### config.mk
export PLATFORM = sky130hd
export DESIGN_NAME = ptt_cell
export DESIGN_NICKNAME = d
export VERILOG_FILES = /design/src/hw/rtl/periodic_timer_table_core_macros.svh /design/src/hw/rtl/ptt_pkg.sv /design/src/hw/rtl/ptt_cell.sv
export SDC_FILE = /design/constraint.sdc
export NUM_CORES = 1
export LEC_CHECK = 0
export ABC_AREA = 1
export BUFFER_PORTS_ARGS = -buffer_cell sky130_fd_sc_hd__buf_2
export CAP_MARGIN = 20
export CORE_ASPECT_RATIO = 1.75
export CORE_UTILIZATION = 40
export DETAILED_ROUTE_END_ITERATION = 10
export PLACE_DENSITY = 0.67
export SYNTH_ARGS = -nofsm -noshare
export SYNTH_HDL_FRONTEND = slang
export SYNTH_SLANG_ARGS = --single-unit
### constraint.sdc
create_clock -name clock -period 5.7 [get_ports clock]
set_input_delay 0.57 -clock clock [delete_from_list [all_inputs] [get_ports clock]]
set_output_delay 0.57 -clock clock [all_outputs]
set_load 0.05 [all_outputs]
### src/hw/rtl/periodic_timer_table_core_macros.svh
// Assertion macros used by the periodic timer table core.
`ifndef PERIODIC_TIMER_TABLE_CORE_MACROS_SVH
`define PERIODIC_TIMER_TABLE_CORE_MACROS_SVH

// Same-cycle implication, disabled during reset.
`define PTT_ASSERT_NOW(label, clk, rst, ante, cons) \
   label: assert property (@(posedge clk) disable iff (rst) (ante) |-> (cons)) \
      else $error("assertion failed");

// Next-cycle implication, disabled during reset.
`define PTT_ASSERT_NEXT(label, clk, rst, ante, cons) \
   label: assert property (@(posedge clk) disable iff (rst) (ante) |=> (cons)) \
      else $error("assertion failed");

`endif

### src/hw/rtl/ptt_pkg.sv
// Types and constants of the periodic timer table.
`timescale 1ns / 1ps
package ptt_pkg;

   localparam int CMD_W             = 3;
   localparam int SLOT_W            = 3;
   localparam int TIME_W            = 32;
   localparam int NUM_SLOTS_DEFAULT = 8;

   localparam logic [CMD_W-1:0] CMD_ADD     = 3'd0;
   localparam logic [CMD_W-1:0] CMD_REMOVE  = 3'd1;
   localparam logic [CMD_W-1:0] CMD_DISABLE = 3'd2;
   localparam logic [CMD_W-1:0] CMD_ENABLE  = 3'd3;
   localparam logic [CMD_W-1:0] CMD_TICK    = 3'd4;

   typedef struct packed {
      logic [CMD_W-1:0]  command;
      logic [SLOT_W-1:0] slot;
      logic [TIME_W-1:0] period;
      logic [TIME_W-1:0] now;
   } req_type;

   typedef struct packed {
      logic              fired;
      logic [SLOT_W-1:0] fired_slot;
      logic              add_ok;
      logic [SLOT_W-1:0] added_slot;
      logic [TIME_W-1:0] next_delay;
      logic              none_active;
      logic              last;
   } rsp_type;

   // Command token that walks the row of slot cells.
   typedef struct packed {
      logic              valid;
      logic [CMD_W-1:0]  command;
      logic [SLOT_W-1:0] slot;
      logic [TIME_W-1:0] period;
      logic [TIME_W-1:0] now;
      logic              add_ok;
      logic [SLOT_W-1:0] added_slot;
      logic              any;
      logic [TIME_W-1:0] nearest;
   } tok_type;

   typedef struct packed {
      logic              fire;
      logic [SLOT_W-1:0] slot;
   } fire_type;

endpackage

### src/hw/rtl/ptt_cell.sv
// One timer slot cell: holds a slot's state and passes the command token on.
`timescale 1ns / 1ps
module ptt_cell #(
   parameter int INDEX = 0
) (
   input  logic               clock,
   input  logic               reset,
   input  logic               step,
   input  ptt_pkg::tok_type   tok_in,
   output ptt_pkg::tok_type   tok_out,
   output ptt_pkg::fire_type  fire_out
);

   localparam int SW = ptt_pkg::SLOT_W;
   localparam logic [SW-1:0] MY_SLOT = SW'(INDEX % (1 << SW));
   localparam bit ADDRESSABLE = INDEX < (1 << SW);

   logic                        active_ff, active_in;
   logic [ptt_pkg::TIME_W-1:0]  period_ff, period_in;
   logic [ptt_pkg::TIME_W-1:0]  deadline_ff, deadline_in;
   ptt_pkg::tok_type            tok_ff, tok_in_next;
   logic                        is_slot;
   logic                        claim;
   logic                        fire;

   assign is_slot = ADDRESSABLE && (tok_in.slot == MY_SLOT);

   always_comb begin
      active_in   = active_ff;
      period_in   = period_ff;
      deadline_in = deadline_ff;
      claim       = 1'b0;
      fire        = 1'b0;
      case (tok_in.command)
         ptt_pkg::CMD_ADD: begin
            if (!tok_in.add_ok && !active_ff) begin
               active_in   = 1'b1;
               period_in   = tok_in.period;
               deadline_in = tok_in.now + tok_in.period;
               claim       = 1'b1;
            end
         end
         ptt_pkg::CMD_REMOVE: begin
            if (is_slot) begin
               active_in   = 1'b0;
               period_in   = '0;
               deadline_in = '0;
            end
         end
         ptt_pkg::CMD_DISABLE: begin
            if (is_slot) begin
               active_in = 1'b0;
            end
         end
         ptt_pkg::CMD_ENABLE: begin
            if (is_slot) begin
               active_in = 1'b1;
            end
         end
         ptt_pkg::CMD_TICK: begin
            if (active_ff && (deadline_ff <= tok_in.now)) begin
               fire        = 1'b1;
               deadline_in = tok_in.now + period_ff;
            end
         end
         default: begin
         end
      endcase

      tok_in_next = tok_in;
      if (claim) begin
         tok_in_next.add_ok     = 1'b1;
         tok_in_next.added_slot = MY_SLOT;
      end
      if (active_in && (!tok_in.any || (deadline_in < tok_in.nearest))) begin
         tok_in_next.any     = 1'b1;
         tok_in_next.nearest = deadline_in;
      end
   end

   always_ff @(posedge clock) begin
      if (reset) begin
         active_ff   <= 1'b0;
         period_ff   <= '0;
         deadline_ff <= '0;
         tok_ff      <= '0;
      end else if (step) begin
         if (tok_in.valid) begin
            active_ff   <= active_in;
            period_ff   <= period_in;
            deadline_ff <= deadline_in;
         end
         tok_ff <= tok_in_next;
      end
   end

   assign tok_out       = tok_ff;
   assign fire_out.fire = tok_in.valid && fire;
   assign fire_out.slot = MY_SLOT;

endmodule

-- After elaboration in Yosys (flattened, before gate mapping)
Cells that the tools add are included.
- reduce and logical (&&, ||, !) cells: 14
- mux-type cells: 17
- magnitude comparators: 2
- shift operators: 0
- divide/modulo/power cells: 0
- multipliers: 0
- bitwise gates (word level): 0
- add/subtract/negate cells: 2
- equal/unequal tests: 6
- operators by type and width (operator ; count):
    32-bit two-way mux ; 5
    32-bit one-hot mux with 3 select lines ; 1
    32-bit adder ; 2
    32-bit one-hot mux with 2 select lines ; 1
    33-bit two-way mux ; 1
    32-bit <= comparator ; 1
    32-bit less-than comparator ; 1
    1-bit two-way mux ; 7
    3-bit by 2-bit == test with 1-bit output (second input constant) ; 2
    3-bit logical NOT ; 2
    5-bit AND reduction ; 1
    1-bit logical AND ; 4
    4-bit two-way mux ; 1
    2-bit inequality test (second input constant) ; 2
    3-bit by 1-bit == test with 1-bit output (second input constant) ; 1
    3-bit == test (second input constant) ; 1
    1-bit logical NOT ; 3
    1-bit one-hot mux with 3 select lines ; 1
    2-bit AND reduction ; 1
    2-bit nonzero test ; 1
    2-bit OR reduction ; 1
    1-bit logical OR ; 1
- logic and storage cells: 53
- input port bits: 111
- register bits: 173
- memories: 0
- bits in read-only memories: 0
- RAM bits: 0
- bits in latches: 0

-- Depth between registers and ports, before layout
Gate-level depths: netlist of run 1.
- word-level depth: 8
- mapped depth: 38
- gate-level depth less buffers: 36

-- Worst setup path before layout of run 1
Ideal clock, no wire load.
- path type: in2reg
- start point: in tok_in[39] in the netlist's numbering
- end point: reg tok_ff (netlist bit tok_out[2])
- buffers on the path: 1
- setup slack: 1.508 ns
- cell stages on the path: 30
- arrival time: 4.126 ns
- setup time: 0.066 ns
- data required time: 5.634 ns
- path through: ha_1 -> a21oi_1 -> nand2_1 -> a21oi_1 -> o21ai_1 -> nand3_1 -> nand2_1 -> nand2_1 -> o211ai_1 -> a31o_2 -> xor2_1 -> o21ai_0 -> nand4_1 -> o21ai_0 -> inv_1 -> ha_1 -> nand2_1 -> inv_1 -> nand2_1 -> nand3_1 -> nand3_1 -> a21oi_1 -> a2111oi_0 -> nand2_1 -> nand2_2 -> nand2_2 -> buf_6 -> nand2_1 -> nand3_1 -> a21oi_2
- longest elaborated chain between the ends: 8
- elaborated cells on any way between the ends: 11
- RTL lines (what ; RTL line ; RTL):
    start, declared ; ptt_cell.sv:9 ; input ptt_pkg::tok_type tok_in,
    32-bit <= comparator ; ptt_cell.sv:61 ; if (active_ff && (deadline_ff <= tok_in.now)) begin
    1-bit logical AND ; ptt_cell.sv:61 ;
    32-bit two-way mux ; ptt_cell.sv:61 ;
    32-bit one-hot mux with 3 select lines (*) ; ptt_cell.sv:34 ; case (tok_in.command)
    via deadline_in (one bit) ; ptt_cell.sv:20 ; logic [ptt_pkg::TIME_W-1:0] deadline_ff, deadline_in;
    32-bit less-than comparator (*) ; ptt_cell.sv:75 ; if (active_in && (!tok_in.any || (deadline_in < tok_in.nearest))) begin
    1-bit logical OR (*) ; ptt_cell.sv:75 ;
    1-bit logical AND (*) ; ptt_cell.sv:75 ;
    33-bit two-way mux (*) ; ptt_cell.sv:75 ;
    end signal, assigned ; ptt_cell.sv:93 ; tok_ff <= tok_in_next;
    end, declared ; ptt_cell.sv:21 ; ptt_pkg::tok_type tok_ff, tok_in_next;
The timed path passes the listed nets; every way through them passes the cells marked *.
A chain may end at the register's enable or synchronous reset.

-- Final worst setup path of run 1
- start point: in tok_in[39] in the netlist's numbering
- end point: reg tok_ff (netlist bit tok_out[10])
The elaborated chain is that of the path after synthesis.

==> results of run 1 <==
[metal layers]
metal | vias to the layer above | wire length, µm
li1 | 6572 | -
met1 | 6179 | 18000
met2 | 428 | 22300
met3 | 98 | 2240
met4 | 2 | 1590
met5 | - | 13
[final cells by class]
| cell class | count | area, µm² | area share (%) |
|---|---|---|---|
| well taps | 387 | 484 | 3.38 |
| diodes | 1 | 2.50 | 0.0175 |
| flip-flops and latches | 173 | 3460 | 24.2 |
| repair buffers | 248 | 1330 | 9.28 |
| clock buffers | 18 | 429 | 3.00 |
| inverters | 211 | 792 | 5.53 |
| multi-input cells | 1356 | 7680 | 53.7 |
| clock inverters | 14 | 134 | 0.935 |
[worst min path at each step]
stage	startpoint	end	slack (ps)	cells past startpoint
floorplan	period_ff[0]	period_ff[0]	450	2
global placement	tok_out[24]	tok_out[24]	450	2
detailed placement	tok_out[107]	tok_out[107]	450	2
CTS	tok_in[33]	tok_out[33]	330	3
global route	tok_in[35]	tok_out[35]	350	3
finish	tok_in[103]	tok_out[103]	350	3
[registers in the layout (all words and copies together), names as in the netlist]
name,count
period_ff,32
active_ff,1
deadline_ff,32
tok_out,108
[critical path: cells and delay by family]
kind	cells	cell delay, ps
compound gates	10	2220
simple gates	12	1500
fa+ha+maj	2	600
buf+inv	3	580
[synth_stat cells (all sizes together) (2+ instances only)]
library cell	instances
o2111ai	7
a21oi	256
a22oi	4
dfxtp	173
nor3	11
o22ai	7
clkinv	3
buf	26
nand3	140
o21ai	201
o21a	12
a31oi	10
a21o	8
a31o	2
nand4	9
o21bai	8
nor4	6
o211ai	21
a211oi	3
a221oi	6
o221ai	9
inv	208
nor2	144
xnor2	7
xor2	20
nand2	314
or2	10
a21boi	3
clkbuf	62
fa	2
and2	3
ha	125
[power by group through the flow]
stage	sequential [mW]	combinational [mW]	clock, mW
2_1_floorplan	1.54	0.548	0
3_3_place_gp	1.36	1.04	0
3_5_place_dp	1.36	1.05	0
4_1_cts	1.33	1.06	1.20
5_1_grt	1.34	1.17	1.24
6_report	1.33	1.06	1.18
[timing repair]
item / CTS / global route
resized for setup: 0 / 1
endpoints found under the hold margin: 0 / 0
setup buffers: 0 / 0
endpoints found under the setup margin: 0 / 32
[logic make-up after synthesis]
family / count (synthesis)
adder cells (fa/ha/maj): 127
buffers and inverters: 299
AO/OA/AOI/OAI: 561
flip-flops: 173
XOR/XNOR: 27
other: 1
AND/OR/NAND/NOR: 638
[through the flow]
step                worst slack (ps)  TNS, ps  instances  area (µm²)
global route                    61.0        0       2408       14300
floorplan                       1510        0       1828       12300
global placement               -10.7    -32.7       2375       13700
detailed placement              5.52        0       2375       13700
CTS                              495        0       2407       14300
finish                           539        0       2408       14300
==> results by group, run 1 <==
Logic synthesis
  – Yosys warns: 0
  – Synth Area in Simple Gates: a little over a fifth
  – Post-synthesis sequential area ratio: 28.1%
  – Synth Register Bits: 173
  – FFs w/ async S/R, synth: 0%
  – Number of synthesized flops with an enable pin: 0
  – Compound-cell area share of the yosys netlist: 25.3%
  – Largest family of logic cells by synthesized area: compound AO/OA/AOI/OAI gates
  – Cells after synthesis: approximately 1800
  – Xor/xnor cell area share of the yosys netlist: ~1.9%
  – Synthesized cell area: 0.0123 mm²
  – Ys flop type: dfxtp_1
  – Synth area leader: dfxtp_1
  – Mean Syn Cell Area: approximately 6.7 µm²
  – Mux contribution to synthesized area: 0%
  – Adder-cell share of the synthesized area: 13.0%
  – Synth cell types: between 50 and 60
  – Synth top area cells: dfxtp_1 28%, ha_1 13%, a21oi_1 10%
  – Yosys top cell area share: between 20 and 30%

Power and ir drop
  – P_leak: 7.04 nW
  – Comb power frac: slightly below 30%
  – Sequential power share: 37.3%
  – P per Cell Area: around 250 mW/mm²
  – Int Power: 2.21 mW
  – Maximum vdd drop: 0.235 mV
  – Power, Total: 3.58 mW
  – Sw Ratio: 38.2%
  – Clock share of power: roughly a third
  – Switching power total: approximately 1.4 mW

Placement
  – Post-DP HPWL: 33.7 mm
  – Final GP Congestion: around 0.96
  – Port bufs: 219

STA
  – Skew final: ~14 ps
  – RSZ-0062 raised after global routing: no
  – Max Slew Vio Count: 0
  – Fmax: between 0.15 and 0.2 GHz
  – Hold_ws: around 350 ps
  – Final Setup Violations: 0
  – Relative slew slack: roughly 43%
  – Final min period: approximately 5200 ps
  – Period utilization: about nine tenths
  – Final hold vios: 0
  – Worst Tran Pin Value: around 860 ps

Floorplanning
  – Die W: between 100 and 150 µm
  – Ports: about 220
  – Die Height: between 200 and 250 µm
  – Full die area: approximately 0.032 mm²
  – Starting density of the core: just over 40%
  – Row cnt: 84
  – Core ar.: a little over 0.03 mm²

Run
  – Reported max-cap violation count: 0

CTS
  – Clock sinks: about 170
  – CTS tree: done
  – Hold buffer count at CTS: 0
  – Clk slew on worst S/H paths: around 70 ps
  – Inserted Clock Buffers: 17
  – H-tree lvl count: 4
  – Worst-skew pair later-pin latency: approximately 480 ps
  – CTS Root Cell: clkbuf_16
  – Max Root-Sink Buffers: 2

Global route
  – First-pass GRT wire length: between 60 and 70 mm
  – Gr usage total: about 28%
  – Number of antenna violations at the first check in global routing: 2
  – Routing usage on met3: 3.76%
  – Global routing's busiest layer: met2
  – Met2 Usage GRT: 50.7%
  – Final global-route overflow total: 0
  – Vias in the first global route: between 10000 and 15000
  – M1 GR Usage: 32.7%
  – Largest net degree at the start of global routing: 91

Cells and area
  – Most common cell after layout, fill and taps aside: nand2_1
  – Synth-to-Final Area Change: 16.2%
  – Filler Cell Count: around 3000
  – Final Core Density: approximately 47%
  – Nets: 2245
  – Share of cells above drive strength 1: 15.7%
  – Most frequent cells in the layout: 309 x nand2_1, 250 x a21oi_1, 218 x buf_2

Worst setup path
  – R2R cell count: 27
  – Flop2flop setup slack: between 600 and 700 ps
  – CP Capture Type: flip-flop
  – CP endpoint: tok_out[10]
  – CP Launch Type: input pin
  – R2R Path End: tok_out[10]
  – Crit path max fanout: 24
  – Crit Path Category: input pin to flip-flop
  – Worst reg2reg path startpoint: period_ff[2]
  – CP required: 6030 ps
  – Worst path slowest cell: o21ai_0
  – Worst EP arrival: about 5500 ps
  – Top cell by count, worst path: nand3_1
  – CP Launch Point: tok_in[39]
  – Critical path's largest stage delay: around 380 ps

Worst hold path
  – Min-delay worst type: input pin to flip-flop

Route
  – DRC Markers: 0
  – Drt initial violations: roughly 920
  – Post-DR vias/cell: ~5.5
  – Routed length per placed instance: 18.3 µm
  – ANT nets after route: 0
  – Routed WL: 44.1 mm
  – Vias post-DR: between 10000 and 15000
  – First-pass detailed-route iteration total: 5

Run status
  – Status: complete, no violations
(Power assumes the default switching activity.)
==> run 2: changes to the inputs <==
- BUFFER_PORTS_ARGS: -buffer_cell sky130_fd_sc_hd__buf_2 -> -buffer_cell sky130_fd_sc_hd__buf_4
==> run 2 against run 1 <==
Effect of this change:
- worst setup slack gained 83 ps
- sequential share of layout area shrank 1.0 points
- largest cell class unchanged
- total power grew 5.6%
- count of clock-buffer cells in the layout grew 2
- highest routed layer is now met4
==> results by group, run 2 (synthesized netlist as in run 1, its figures left out) <==
STA
  – Min setup slack post-route: 622 ps (+82.6 ps)
  – Worst Tran Pin Value: 812 ps (-43.1 ps)
  – RSZ-0062 raised after global routing: no
  – Period utilization: 89.1% (-1.4 points)
  – Relative slew slack: 45.8% (+2.8 points)
  – Hold_ws: 353 ps (+0.183 ps)
  – Fin Setup TNS: 0 ps (unchanged)
  – Final hold vios: 0 (unchanged)
  – Max Slew Vio Count: 0 (unchanged)
  – Skew final: 12.0 ps (-2.22 ps)
  – Final Setup Violations: 0 (unchanged)
  – Final min period: 5080 ps (-82.6 ps)
  – Fmax: 0.197 GHz (+1.6%)

Worst setup path
  – Worst path slowest cell: a21oi_1
  – Worst EP arrival: 5390 ps (-100 ps)
  – CP Capture Type: flip-flop
  – R2R cell count: 30 (+11%)
  – Worst reg2reg path startpoint: period_ff[2]
  – Critical path's largest stage delay: 330 ps (-50 ps)
  – CP Launch Type: flip-flop
  – Crit Path Category: flip-flop to flip-flop
  – Crit path max fanout: 25 (+4.2%)
  – CP required: 6010 ps (-20 ps)
  – CP Launch Point: period_ff[2]
  – Flop2flop setup slack: 620 ps (-30 ps)
  – R2R Path End: tok_out[16]

Power and ir drop
  – P_leak: 7.20 nW (+2.4%)
  – Maximum vdd drop: 0.214 mV (-8.9%)
  – Power, Total: 3.78 mW (+5.6%)
  – P per Cell Area: 253 mW/mm² (+1.2%)

Global route
  – Gr usage total: 28.4% (+0.17 points)
  – Number of antenna violations at the first check in global routing: 0 (-2)
  – Largest net degree at the start of global routing: 84 (-7.7%)
  – First-pass GRT wire length: 69.1 mm (+1.5%)
  – Final global-route overflow total: 0 (unchanged)
  – Vias in the first global route: 12800 (+1.0%)

CTS
  – CTS tree: done
  – CTS Root Cell: clkbuf_16
  – Hold buffer count at CTS: 0 (unchanged)
  – Inserted Clock Buffers: 17 (unchanged)
  – Worst-skew pair later-pin latency: 460 ps (-20 ps)
  – Clock sinks: 173 (unchanged)
  – H-tree lvl count: 4 (unchanged)
  – Max Root-Sink Buffers: 2 (unchanged)
  – Clk slew on worst S/H paths: 70 ps (about the same)

Route
  – First-pass detailed-route iteration total: 6 (+1)
  – Vias post-DR: 13200 (-0.71%)
  – ANT nets after route: 0 (unchanged)
  – DRC Markers: 0 (unchanged)
  – Routed WL: 44.4 mm (+0.52%)
  – Post-DR vias/cell: 5.48 (-0.63%)
  – Drt initial violations: 866 (-6.0%)
  – Routed length per placed instance: 18.4 µm (+0.60%)

Cells and area
  – Nets: 2244 (-0.045%)
  – Share of cells above drive strength 1: 15.7% (about the same)
  – Most frequent cells in the layout: 309 x nand2_1, 250 x a21oi_1, 246 x buf_4
  – Synth-to-Final Area Change: 21.3%
  – Most common cell after layout, fill and taps aside: nand2_1
  – Largest register FFs: 108 (unchanged)
  – Ant. Diodes: 0 (-1)
  – Non-filler cells, final: 2406 (-0.083%)

Placement
  – Post-DP HPWL: 34.3 mm (+2.0%)
  – Final GP Congestion: 0.986 (+2.2%)
  – Placed Cells: 2374 (-0.042%)
  – Pre-CTS setup slack: 145 ps (+140 ps)
  – Port bufs: 219 (unchanged)

Run
  – Reported max-cap violation count: 0 (unchanged)

Floorplanning
  – Row cnt: 84 (unchanged)
  – Starting density of the core: 40.8% (unchanged)
  – Core ar.: 0.0302 mm² (unchanged)
  – Full die area: 0.0315 mm² (unchanged)
  – Ports: 223 (unchanged)
  – Die W: 135 µm (unchanged)
  – Die Height: 234 µm (unchanged)

Worst hold path
  – Hold Crit Start: tok_in[102]
  – Hold depth: 3 (unchanged)
  – Min-delay worst type: input pin to flip-flop
  – Worst Hold Endpoint: tok_out[102]

Run status
  – Status: complete, no violations
run 2: cell count changes in the layout (fill, tap and decap cells not counted), moves of 2 or more:
cell / change
inv_6: -3
bufinv_16: +3
clkinv_4: +2
clkinvlp_4: -2
clkbuf_8: +3
buf_2: -218
buf_4: +217
run 2: how the worst max path moves through the flow:
| stage | depth (start not counted) | end | slack, ps |
|---|---|---|---|
| floorplan | 30 | tok_out[2] | 1510 |
| global placement | 27 | tok_out[29] | 260 |
| detailed placement | 27 | tok_out[7] | 150 |
| CTS | 30 | tok_out[16] | 550 |
| global route | 30 | tok_out[7] | 150 |
| finish | 30 | tok_out[16] | 620 |
run 2: stage by stage:
step,utilization (%),area (µm²)
after detailed placement,47.3,14300
after floorplan,-,12300
after CTS,49.5,14900
final,49.5,14900
after global placement,47.3,14300
after global routing,49.5,14900
run 2: power by group:
group / switching [mW] / total [mW] / internal [mW] / leakage [nW]
Clock: 0.552 / 1.33 / 0.773 / 0.313
Sequential: 0.0567 / 1.34 / 1.28 / 1.43
Combinational: 0.744 / 1.11 / 0.368 / 5.46
Total: 1.35 / 3.78 / 2.42 / 7.20
run 2: area by class of cell:
type,count,area [µm²]
multi-input cells,1356,7680
well taps,387,484
clock buffers,20,467
inverters,211,792
fillers,3063,15200
repair buffers,247,1870
clock inverters,12,184
flip-flops and latches,173,3460
run 2: critical path: cells and delay by family, from the launching register on:
kind                       cells  cell delay (ps)
buffers and inverters          3              470
adders and majority gates      2              580
and+or+nand+nor               11             1180
DFF                            1              320
AOI/OAI and AO/OA             14             2340
run 2: per-layer routing:
| layer | GRT usage [%] | routed length, µm | vias up | share of wire, % |
|---|---|---|---|---|
| met5 | 0 | 0 | - | 0 |
| met4 | 13.8 | 1720 | 0 | 3.9 |
| met3 | 3.35 | 2170 | 87 | 4.9 |
| met2 | 51.5 | 22500 | 448 | 51 |
| met1 | 32.6 | 17900 | 6079 | 40 |
| li1 | - | - | 6571 | - |
run 2: repair_timing:
action,4_1_cts,5_1_grt
endpoints found under the hold margin,0,0
gates resized for setup,0,1
endpoints found under the setup margin,0,5
buffers inserted,0,0
